<file path="config.mk">
export PLATFORM = sky130hd
export DESIGN_NAME = id_list_adaptive_width_packer
export DESIGN_NICKNAME = d
export VERILOG_FILES = /design/src/hdl/idlp_pkg.sv /design/src/hdl/idlp_ram.sv /design/src/hdl/idlp_collect.sv /design/src/hdl/idlp_emit.sv /design/src/hdl/id_list_adaptive_width_packer.sv
export SDC_FILE = /design/constraint.sdc
export NUM_CORES = 1
export LEC_CHECK = 0
export BUFFER_PORTS_ARGS = -buffer_cell sky130_fd_sc_hd__buf_2
export CAP_MARGIN = 0
export CORE_ASPECT_RATIO = 1.25
export CORE_UTILIZATION = 62
export DETAILED_ROUTE_END_ITERATION = 10
export PLACE_DENSITY = 0.85
export SYNTH_ARGS = -nofsm -noshare
export SYNTH_HDL_FRONTEND = slang
export SYNTH_SLANG_ARGS = --single-unit
</file>
<file path="constraint.sdc">
create_clock -name clk -period 2.7 [get_ports clk]
set_input_delay 0 -clock clk [delete_from_list [all_inputs] [get_ports clk]]
set_output_delay 0 -clock clk [all_outputs]
set_load 0.05 [all_outputs]
</file>
<file path="src/hdl/idlp_pkg.sv">
// ----------------------------------------------------------------------------
// idlp_pkg
// Types and constants shared by the id list packer modules.
// ----------------------------------------------------------------------------
package idlp_pkg;

  localparam int CNT_W = 4;   // id count field, holds up to fifteen ids
  localparam int ID_W  = 32;

  localparam logic [ID_W-1:0] LIMIT_8  = 32'h0000_00ff;
  localparam logic [ID_W-1:0] LIMIT_16 = 32'h0000_ffff;

  typedef enum logic [1:0] {
    WC_8  = 2'd0,
    WC_16 = 2'd1,
    WC_32 = 2'd2
  } width_code_t;

  typedef struct packed {
    logic [7:0]      type_code;
    logic [ID_W-1:0] id_value;
    logic            list_empty;
    logic            is_last;
  } in_req_t;

  typedef struct packed {
    logic [7:0] byte_value;
    logic       last_byte;
    logic       overflow;
  } out_req_t;

  // list state handed from the collector to the emitter
  typedef struct packed {
    logic [CNT_W-1:0] count;
    logic [ID_W-1:0]  max_id;
    logic             dropped;
    logic [7:0]       type_code;
  } list_stat_t;

  typedef enum logic [2:0] {
    ES_IDLE,
    ES_TYPE,
    ES_CODE,
    ES_FETCH,
    ES_BYTE
  } emit_state_t;

  function automatic width_code_t width_code_f(input logic [ID_W-1:0] max_id);
    width_code_t code;
    if (max_id <= LIMIT_8) begin
      code = WC_8;
    end else if (max_id <= LIMIT_16) begin
      code = WC_16;
    end else begin
      code = WC_32;
    end
    return code;
  endfunction

  // index of the final byte of one id at a given width
  function automatic logic [1:0] last_bsel_f(input width_code_t code);
    logic [1:0] sel;
    unique case (code)
      WC_8:    sel = 2'd0;
      WC_16:   sel = 2'd1;
      WC_32:   sel = 2'd3;
      default: sel = 2'd3;
    endcase
    return sel;
  endfunction

endpackage

</file>
<file path="src/hdl/idlp_ram.sv">
// ----------------------------------------------------------------------------
// idlp_ram
// Generic single-write, single-read RAM with registered read data.
// ----------------------------------------------------------------------------
module idlp_ram #(
  parameter int WIDTH  = 32,
  parameter int DEPTH  = 15,
  parameter int ADDR_W = (DEPTH > 1) ? $clog2(DEPTH) : 1
) (
  input  logic              clk,
  input  logic              wr_en,
  input  logic [ADDR_W-1:0] wr_addr,
  input  logic [WIDTH-1:0]  wr_data,
  input  logic              rd_en,
  input  logic [ADDR_W-1:0] rd_addr,
  output logic [WIDTH-1:0]  rd_data
);

  logic [WIDTH-1:0] mem [0:DEPTH-1];

  always_ff @(posedge clk) begin
    if (wr_en) begin
      mem[wr_addr] <= wr_data;
    end
    if (rd_en) begin
      rd_data <= mem[rd_addr];
    end
  end

endmodule

</file>
<file path="src/hdl/idlp_collect.sv">
// ----------------------------------------------------------------------------
// idlp_collect
// Input side: stores ids into the RAM, tracks count, maximum and drop flag.
// ----------------------------------------------------------------------------
module idlp_collect
  import idlp_pkg::*;
#(
  parameter int MAX_IDS = 15,
  parameter int ADDR_W  = (MAX_IDS > 1) ? $clog2(MAX_IDS) : 1
) (
  input  logic              clk,
  input  logic              rst,
  input  logic              in_valid,
  output logic              in_stall,
  input  in_req_t           in_data,
  input  logic              done,
  output logic              start,
  output logic              wr_en,
  output logic [ADDR_W-1:0] wr_addr,
  output logic [ID_W-1:0]   wr_data,
  output list_stat_t        stat
);

  logic             busy;
  logic [CNT_W-1:0] count;
  logic [ID_W-1:0]  max_id;
  logic             dropped;
  logic [7:0]       type_code;
  logic             accept;
  logic             has_room;

  assign in_stall = busy;
  assign accept   = in_valid && !busy;
  assign has_room = count < CNT_W'(MAX_IDS);
  assign start    = accept && in_data.is_last;

  assign wr_en   = accept && !in_data.list_empty && has_room;
  assign wr_addr = count[ADDR_W-1:0];
  assign wr_data = in_data.id_value;

  always_ff @(posedge clk) begin
    if (rst) begin
      busy    <= 1'b0;
      count   <= '0;
      max_id  <= '0;
      dropped <= 1'b0;
    end else if (done) begin
      busy    <= 1'b0;
      count   <= '0;
      max_id  <= '0;
      dropped <= 1'b0;
    end else if (accept) begin
      if (!in_data.list_empty) begin
        if (has_room) begin
          count <= count + CNT_W'(1);
          if (in_data.id_value > max_id) begin
            max_id <= in_data.id_value;
          end
        end else begin
          dropped <= 1'b1;
        end
      end
      if (in_data.is_last) begin
        busy <= 1'b1;
      end
    end
  end

  always_ff @(posedge clk) begin
    if (start) begin
      type_code <= in_data.type_code;
    end
  end

  assign stat.count     = count;
  assign stat.max_id    = max_id;
  assign stat.dropped   = dropped;
  assign stat.type_code = type_code;

endmodule

</file>
<file path="src/hdl/idlp_emit.sv">
// ----------------------------------------------------------------------------
// idlp_emit
// Output side: header bytes, then each stored id read back and sliced.
// ----------------------------------------------------------------------------
module idlp_emit
  import idlp_pkg::*;
#(
  parameter int ADDR_W = 4
) (
  input  logic              clk,
  input  logic              rst,
  input  logic              start,
  input  list_stat_t        stat,
  output logic              rd_en,
  output logic [ADDR_W-1:0] rd_addr,
  input  logic [ID_W-1:0]   rd_data,
  output logic              out_valid,
  input  logic              out_stall,
  output out_req_t          out_data,
  output logic              done,
  output logic              busy
);

  emit_state_t      state, state_next;
  width_code_t      code, code_next;
  logic [CNT_W-1:0] idx, idx_next;
  logic [1:0]       bsel, bsel_next;
  logic             slot_free;
  logic             load;
  out_req_t         load_data;
  logic [7:0]       sel_byte;
  logic             last_id;
  logic             last_b;

  assign slot_free = !out_valid || !out_stall;
  assign last_id   = (idx + CNT_W'(1)) == stat.count;
  assign last_b    = bsel == last_bsel_f(code);
  assign rd_addr   = idx[ADDR_W-1:0];
  assign busy      = state != ES_IDLE;

  always_comb begin
    unique case (bsel)
      2'd0: sel_byte = rd_data[7:0];
      2'd1: sel_byte = rd_data[15:8];
      2'd2: sel_byte = rd_data[23:16];
      2'd3: sel_byte = rd_data[31:24];
      default: sel_byte = rd_data[7:0];
    endcase
  end

  always_comb begin
    state_next = state;
    code_next  = code;
    idx_next   = idx;
    bsel_next  = bsel;
    load       = 1'b0;
    done       = 1'b0;
    rd_en      = 1'b0;
    load_data.byte_value = stat.type_code;
    load_data.last_byte  = 1'b0;
    load_data.overflow   = stat.dropped;
    unique case (state)
      ES_IDLE: begin
        if (start) begin
          state_next = ES_TYPE;
        end
      end
      ES_TYPE: begin
        code_next = width_code_f(stat.max_id);
        if (slot_free) begin
          load       = 1'b1;
          state_next = ES_CODE;
        end
      end
      ES_CODE: begin
        load_data.byte_value = {6'd0, code};
        load_data.last_byte  = stat.count == '0;
        if (slot_free) begin
          load     = 1'b1;
          idx_next = '0;
          if (stat.count == '0) begin
            done       = 1'b1;
            state_next = ES_IDLE;
          end else begin
            state_next = ES_FETCH;
          end
        end
      end
      ES_FETCH: begin
        rd_en      = 1'b1;
        bsel_next  = '0;
        state_next = ES_BYTE;
      end
      ES_BYTE: begin
        load_data.byte_value = sel_byte;
        load_data.last_byte  = last_id && last_b;
        if (slot_free) begin
          load = 1'b1;
          if (!last_b) begin
            bsel_next = bsel + 2'd1;
          end else if (last_id) begin
            done       = 1'b1;
            state_next = ES_IDLE;
          end else begin
            idx_next   = idx + CNT_W'(1);
            state_next = ES_FETCH;
          end
        end
      end
      default: state_next = ES_IDLE;
    endcase
  end

  always_ff @(posedge clk) begin
    if (rst) begin
      state     <= ES_IDLE;
      out_valid <= 1'b0;
    end else begin
      state <= state_next;
      if (load) begin
        out_valid <= 1'b1;
      end else if (!out_stall) begin
        out_valid <= 1'b0;
      end
    end
  end

  always_ff @(posedge clk) begin
    code <= code_next;
    idx  <= idx_next;
    bsel <= bsel_next;
    if (load) begin
      out_data <= load_data;
    end
  end

endmodule

</file>
<file path="src/hdl/id_list_adaptive_width_packer.sv">
// ----------------------------------------------------------------------------
// id_list_adaptive_width_packer
// Collects a list of 32-bit ids and emits it as a packed byte record with an
// adaptive id width chosen from the list maximum.
// ----------------------------------------------------------------------------
//
//  channel | handshake            | payload   | one request carries
//  --------+----------------------+-----------+------------------------------
//  in      | in_valid / in_stall  | in_data   | one id, type byte, markers
//  out     | out_valid / out_stall| out_data  | one record byte
//
//  Input requests are taken one per cycle while a list is collected. From the
//  last request on, the record carries the type byte and the width code
//  byte, then per stored id a RAM read and 1, 2 or 4 bytes, paced by the RAM
//  read port and the single output register and held when the output stalls.
//  in_stall is high from the last request until the final record byte has
//  entered the output register.
//  Reset (rst, synchronous) clears count, maximum, drop flag and both valid
//  paths; the id RAM is not cleared, only written entries are read back.
//
module id_list_adaptive_width_packer
  import idlp_pkg::*;
#(
  parameter int MAX_IDS = 15   // 1 .. 15
) (
  input  logic     clk,
  input  logic     rst,
  input  logic     in_valid,
  output logic     in_stall,
  input  in_req_t  in_data,
  output logic     out_valid,
  input  logic     out_stall,
  output out_req_t out_data
);

  localparam int ADDR_W = (MAX_IDS > 1) ? $clog2(MAX_IDS) : 1;

  // collector -> RAM write port
  logic              wr_en;
  logic [ADDR_W-1:0] wr_addr;
  logic [ID_W-1:0]   wr_data;
  // emitter -> RAM read port
  logic              rd_en;
  logic [ADDR_W-1:0] rd_addr;
  logic [ID_W-1:0]   rd_data;
  // hand-over between collector and emitter
  list_stat_t        stat;
  logic              start;      // last request accepted
  logic              done;       // final byte loaded, list state cleared
  logic              emit_busy;

  idlp_collect #(
    .MAX_IDS (MAX_IDS),
    .ADDR_W  (ADDR_W)
  ) u_collect (
    .clk      (clk),
    .rst      (rst),
    .in_valid (in_valid),
    .in_stall (in_stall),
    .in_data  (in_data),
    .done     (done),
    .start    (start),
    .wr_en    (wr_en),
    .wr_addr  (wr_addr),
    .wr_data  (wr_data),
    .stat     (stat)
  );

  // id store: one entry per kept id
  idlp_ram #(
    .WIDTH  (ID_W),
    .DEPTH  (MAX_IDS),
    .ADDR_W (ADDR_W)
  ) u_store (
    .clk     (clk),
    .wr_en   (wr_en),
    .wr_addr (wr_addr),
    .wr_data (wr_data),
    .rd_en   (rd_en),
    .rd_addr (rd_addr),
    .rd_data (rd_data)
  );

  // reads and writes never overlap: writes only while the emitter is idle
  idlp_emit #(
    .ADDR_W (ADDR_W)
  ) u_emit (
    .clk       (clk),
    .rst       (rst),
    .start     (start),
    .stat      (stat),
    .rd_en     (rd_en),
    .rd_addr   (rd_addr),
    .rd_data   (rd_data),
    .out_valid (out_valid),
    .out_stall (out_stall),
    .out_data  (out_data),
    .done      (done),
    .busy      (emit_busy)
  );

  // --------------------------------------------------------------------------
  // Assertions
  // --------------------------------------------------------------------------
  a_no_input_while_emitting: assert property (
    @(posedge clk) disable iff (rst) emit_busy |-> in_stall
  ) else $error("input accepted while a record is being emitted");

  a_start_when_idle: assert property (
    @(posedge clk) disable iff (rst) start |-> !emit_busy
  ) else $error("new record started while emitter busy");

  a_count_in_range: assert property (
    @(posedge clk) disable iff (rst) stat.count <= CNT_W'(MAX_IDS)
  ) else $error("id count beyond capacity");

  a_done_ends_record: assert property (
    @(posedge clk) disable iff (rst) done |=> (out_valid && out_data.last_byte)
  ) else $error("record closed without a final byte");

endmodule

</file>
Yosys cells after proc, flatten, opt, wreduce, memory -nomap -nowiden:

Memory sizes are Yosys's and may differ from the RTL's. A register that Yosys moved wholly into a read port is not among the register bits.
Cells that the tools add are included.

* bits in writable memories: 480
* input port bits: 46
* logic and storage cells: 99
* register bits after elaboration: 68
* memories: 1
* output and inout bits: 12

* bitwise logic cells: 2
* multiplexer cells: 33
* add/sub/neg operators: 3
* reductions and logical operators: 25
* equal/unequal tests: 18
* $lt $le $gt $ge: 4

Memories
* u_store.mem: words 15, width 32, read ports 1, clocked after memory_dff 1, write ports 1, line idlp_ram.sv:19 `logic [WIDTH-1:0] mem [0:DEPTH-1];`

Operators with widths (number)
* > comparator 32 bit: 1
* <= comparator 32 x 16 -> 1 bit (second input constant): 1
* <= comparator 32 x 8 -> 1 bit (second input constant): 1
* one-hot mux 8 bit (4 select lines): 1
* one-hot mux 9 bit (2 select lines): 1
* 2-to-1 mux 4 bit: 4
* 2-to-1 mux 3 bit: 5
* one-hot mux 3 bit (5 select lines): 1
* 2-to-1 mux 1 bit: 12
* 2-to-1 mux 2 bit: 5
* inequality test 2 x 1 -> 1 bit (second input constant): 5
* AND reduction 5 bit: 2
* AND reduction 3 bit: 3
* adder 4 x 1 -> 4 bit (second input constant): 2
* one-hot mux 2 bit (2 select lines): 2
* one-hot mux 4 bit (2 select lines): 1
* == test 3 x 2 -> 1 bit (second input constant): 2
* inequality test 2 bit (second input constant): 3
* logical AND 1 bit: 5
* == test 2 x 1 -> 1 bit (second input constant): 2
* == test 2 bit (second input constant): 2
* == test 4 bit: 1
* logical NOT 1 bit: 4
* logical NOT 2 bit: 2
* 15 further kinds: 17

Longest topological paths before layout:

* word-level depth: 7
* gate-level depth with buffers: 9

Modules after synthesis:

From an unflattened synthesis, not the netlist that was laid out.

* cell total of the unflattened synthesis: 1377
* area, all modules: 23533.8 um^2

Modules (own cells, without submodules)
* idlp_ram: sequential area each 15374.7 um^2, times used 1, cells an instance 886, area each 19205.9 um^2
* idlp_collect: sequential area each 1001.0 um^2, times used 1, cells an instance 335, area each 2867.8 um^2
* idlp_emit: sequential area each 620.6 um^2, times used 1, cells an instance 156, area each 1460.2 um^2

Worst setup path after synthesis:

No wires, ideal clock.

* path kind: reg-to-reg
* start point: register u_collect.busy (netlist: u_collect.in_stall)
* end point: memory u_store.mem[10][0], enable pin
* required time: 2.308 ns
* stages on the path, launching flop included: 6
* path buffers: 0
* slack: 0.252 ns
* setup time: 0.392 ns
* arrival time: 2.056 ns
* path through: dfxtp_1 > or3b_4 > inv_1 > nand2_1 > nor2_1 > and2_1

* word-level cells in the longest chain between the ends: 6

RTL lines
* from (decl): line idlp_collect.sv:24 `logic busy;`
* from (signal assigned): line idlp_collect.sv:43 `busy <= 1'b0;`
* from (signal assigned): line idlp_collect.sv:48 `busy <= 1'b0;`
* from (signal assigned): line idlp_collect.sv:64 `busy <= 1'b1;`
* logical NOT 1 bit: line idlp_collect.sv:33 `assign accept = in_valid && !busy;`
* logical AND 1 bit: line idlp_collect.sv:33
* logical AND 1 bit (2 in a row): line idlp_collect.sv:37 `assign wr_en = accept && !in_data.list_empty && has_room;`
* 2-to-1 mux 1 bit: line idlp_ram.sv:22 `if (wr_en) begin`
* 2-to-1 mux 1 bit (not written as such): line idlp_ram.sv:23 `mem[wr_addr] <= wr_data;`
* to (decl): line idlp_ram.sv:19

No other way between the ends.

Worst setup path in the final report:

* start point: register u_collect.max_id[28]
* end point: register u_collect.max_id[20]

* word-level cells in the longest chain between the ends: 2

RTL lines
* from (decl): line idlp_collect.sv:26 `logic [ID_W-1:0] max_id;`
* from (signal assigned): line idlp_collect.sv:57 `max_id <= in_data.id_value;`
* > comparator 32 bit: line idlp_collect.sv:56 `if (in_data.id_value > max_id) begin`
* AND reduction 4 bit (no source line)

No other way between the ends.
A chain may end at the register's enable or synchronous reset.

==> flow_summary.ini <==
[layout]
area_delta_synth_final_pct = 15.06
drive_above_1_share_pct = 24.24
final_cells = 1928
insertedDiodeCount = 0
layout.nets = 1490
fillCellCount = 2020
final_area_sq_mm = 0.02664

[placed_design]
dpl.hpwl_um = 30720
dp.cells = 1783
gp_congestion = 0.8659
portBuffers = 57
placedInstanceArea_sq_mm = 0.02446

[timing]
rsz0062_at_grt = false
finalCriticalPeriod_ps = 2700
setup_violations = 1
tns_ps = -0.4681
fin_ws_ps = -0.4681
finalMaxSlewViolations = 0
final-hold-violation-count = 0
worst_pin_slew_ps = 781.0
max_freq_mhz = 370.3
max-slew-margin-rel_pct = 47.59
period_share_pct = 100.0
skew_ps = 19.92

[route]
routed-via-count = 13170
drtIter0Drc = 1719
viasPerCell = 6.828
drc_errors = 0
dr.pass1.iters = 9
drt-total-wl_um = 56850
wire_per_inst_um = 29.49
ant_nets = 0

[logic_synthesis]
yosys.area_share.simple_pct = 3.642
syn_avg_cell_area_sq_um = 18.55
synth_compound_area_share_pct = 4.339
synthArstFlopShare_pct = 0
synth-xor-area-share_pct = 0.4485
ys_ff_latch = 580
syn_inst = 1248
yosys_most_used_dff = edfxtp_1
yosys_warnings = 0
synth-edff-count = 538
yosysSeqAreaShare_pct = 73.41
synth.distinct_cells = 55
synthMuxAreaShare_pct = 13.92
synth_top_family_by_area = multiplexers
synthAdderAreaFrac_pct = 2.216
synth_area_sq_mm = 0.02315
synth_fp_nets = 1335

[setup_path]
max_stage_delay_ps = 450
path_cells = inv_1 -> ha_1 -> nand4_1 -> nor4_4 -> a21boi_1 -> a21boi_4 -> buf_12 -> o21ai_0 -> a21oi_1
crit_family = compound AO/OA/AOI/OAI gates
critPathArrivalTime_ps = 3160
critPathSlowestCell = dfxtp_1
path_max_fanout = 24
cp_data_required_time_ps = 3160
crit_path_start_kind = flop
critPathBufInv = 2
critPathKind = reg -> reg
endpoint_kind = flop

[clock_tree]
clock_latency_ps = 600
htreeDepth = 2
cts.sinks = 580
path_clk_slew_ps = 70
cts_tree = yes
numCtsBuffers = 53
clk_path_buf_depth = 3
cts-root-buf = clkbuf_16

[grt]
grt_use_total_pct = 30.49
grt_max_degree = 85
grt_pass1_wl_um = 83510
grt-ovfl-total = 0
grt_pass1_vias = 13540
antenna_found_initial = 0

[pwr]
power_switching_uw = 3870
swShare_pct = 21.09
pwr-share-clk_pct = 40.8
p_leak_uw = 0.008813
cellInternalPower_uw = 14480
power_density_mw_per_mm2 = 688.8
p_seq_share_pct = 54.3
pwr-share-comb_pct = 4.9
vdd_drop_max_v = 0.0004704

[status]
outcome = finished, violations left
failed_checks = setup timing

[die]
fp.dieW_um = 174.8
start_util_pct = 63.43
coreArea_sq_mm = 0.03650
num_rows = 78
ios = 58
dieArea_sq_mm = 0.03813
fp.dieH_um = 218.1

[run]
max_cap_violations = 0

[worst_hold_path]
min_path_type = in -> reg
==> logic make-up (layout without fill, tap and decap cells) <==
family                   Yosys count  in the layout
AND/OR/NAND/NOR                  172            172
AO/OA/AOI/OAI                    173            173
XOR/XNOR                          11             11
adder cells (fa/ha/maj)           41             41
flip-flops                       580            580
buffers and inverters            109            309
multiplexers                     162            162
==> power by group through the flow <==
stage / Sequential (uW) / Clock, uW / Combinational, uW
floorplan: 10200 / 0 / 404
global placement: 10200 / 0 / 748
detailed placement: 10200 / 0 / 789
CTS: 9970 / 7480 / 868
global route: 9970 / 7830 / 947
finish: 9970 / 7480 / 897
==> cell type report <==
cell class                      count  area, sq um  share of cell area [%]
Clock buffer                       72         1440                   5.406
Clock inverter                     28        274.0                   1.029
Inverter                           42        157.7                  0.5918
Multi-Input combinational cell    559         5737                   21.53
Sequential cell                   580        17000                   63.80
Tap cell                          480        600.6                   2.254
Timing Repair Buffer              167         1434                   5.383
==> sequential cells by signal, summed over array words and instances, names as in the netlist, 3 cells and up <==
signal / flops
u_collect.wr_addr: 4
u_store.rd_data: 32
u_collect.max_id: 32
u_emit.rd_addr: 4
u_store.mem: 480
u_emit.out_data: 10
u_emit.state: 3
u_collect.type_code: 8
==> synthesized netlist by cell type, types with 3 or more instances <==
library cell	instances	area (sq um)
nor3_1	5	25.02
ha_1	41	513.0
buf_4	3	22.52
buf_2	19	95.09
xnor2_1	5	43.79
a21oi_1	59	295.3
nand4_1	10	62.56
nand2_1	58	217.7
mux4_2	128	2883
edfxtp_1	538	16160
dfxtp_1	42	840.8
nor2b_1	3	18.77
a22oi_1	3	22.52
buf_6	3	33.78
and2_1	10	62.56
nor2_1	26	97.59
nor4_1	8	50.05
and4_2	3	30.03
o21ai_1	27	135.1
clkbuf_1	34	127.6
mux2i_1	34	340.3
buf_1	6	22.52
inv_1	41	153.9
nand3_1	36	180.2
xor2_1	5	43.79
and3_1	4	25.02
a222oi_1	8	80.08
o21ai_0	58	290.3
==> repair_timing <==
| action | in CTS | in global routing |
|---|---|---|
| hold buffers | 44 | 0 |
| endpoints found under the hold margin | 527 | 0 |
| resized for setup | 0 | 3 |
| buffers inserted | 0 | 1 |
| setup endpoints to repair | 0 | 26 |
==> final timing paths <==
| path | from | cells after the start | slack [ps] | end |
|---|---|---|---|---|
| setup / recovery | u_collect.max_id[28] | 9 | -0.5 | u_collect.max_id[20] |
| hold / removal | in_data[0] | 2 | 20 | u_collect.type_code[2] |
| setup reg to reg | u_collect.max_id[28] | 9 | -0.5 | u_collect.max_id[20] |
| hold reg to reg | u_collect.dropped | 0 | 460 | u_emit.out_data[0] |
==> layer usage <==
metal  part of all wire, %  vias to the layer above  wire length [um]  track usage (%)
li1                      -                     5333                 -                -
met4                   5.7                        0              3255            16.96
met1                    34                     6610             19410            37.45
met2                    50                      982             28470            50.89
met5                     0                        -                 0                0
met3                    10                      240              5711            6.328
==> layout by cell type (no fill, tap or decap), types with 5 or more instances in the layout <==
| cell | synthesis | final |
|---|---|---|
| o21ai_0 | 58 | 58 |
| a21oi_1 | 59 | 59 |
| nand3_1 | 36 | 36 |
| clkinv_2 | 0 | 9 |
| ha_1 | 41 | 41 |
| o21ai_1 | 27 | 27 |
| nor4_1 | 8 | 7 |
| buf_4 | 3 | 49 |
| buf_2 | 19 | 57 |
| clkinv_1 | 1 | 9 |
| bufinv_16 | 0 | 5 |
| buf_12 | 0 | 17 |
| nor2_1 | 26 | 26 |
| xor2_1 | 5 | 5 |
| edfxtp_1 | 538 | 538 |
| dlygate4sd3_1 | 0 | 44 |
| mux2i_1 | 34 | 34 |
| nand4_1 | 10 | 10 |
| nor3_1 | 5 | 5 |
| clkbuf_16 | 0 | 55 |
| clkbuf_1 | 34 | 17 |
| and2_2 | 0 | 8 |
| nand2_1 | 58 | 58 |
| a222oi_1 | 8 | 8 |
| dfxtp_1 | 42 | 42 |
| inv_1 | 41 | 41 |
| mux4_2 | 128 | 128 |
| xnor2_1 | 5 | 5 |
==> metrics by stage <==
| step | power [uW] | setup slack (ps) | utilization [%] | hold WS [ps] |
|---|---|---|---|---|
| after floorplan | 10610 | 252.0 | - | 69.07 |
| after global placement | 10900 | 286.9 | 67.00 | 177.2 |
| after detailed placement | 10950 | 125.8 | 67.00 | 178.2 |
| after CTS | 18310 | 33.04 | 72.91 | 2.319 |
| after global routing | 18750 | 7.883 | 72.98 | 14.15 |
| final | 18350 | -0.4681 | 72.98 | 19.19 |
Note: power is estimated with default switching activity, not from simulation.
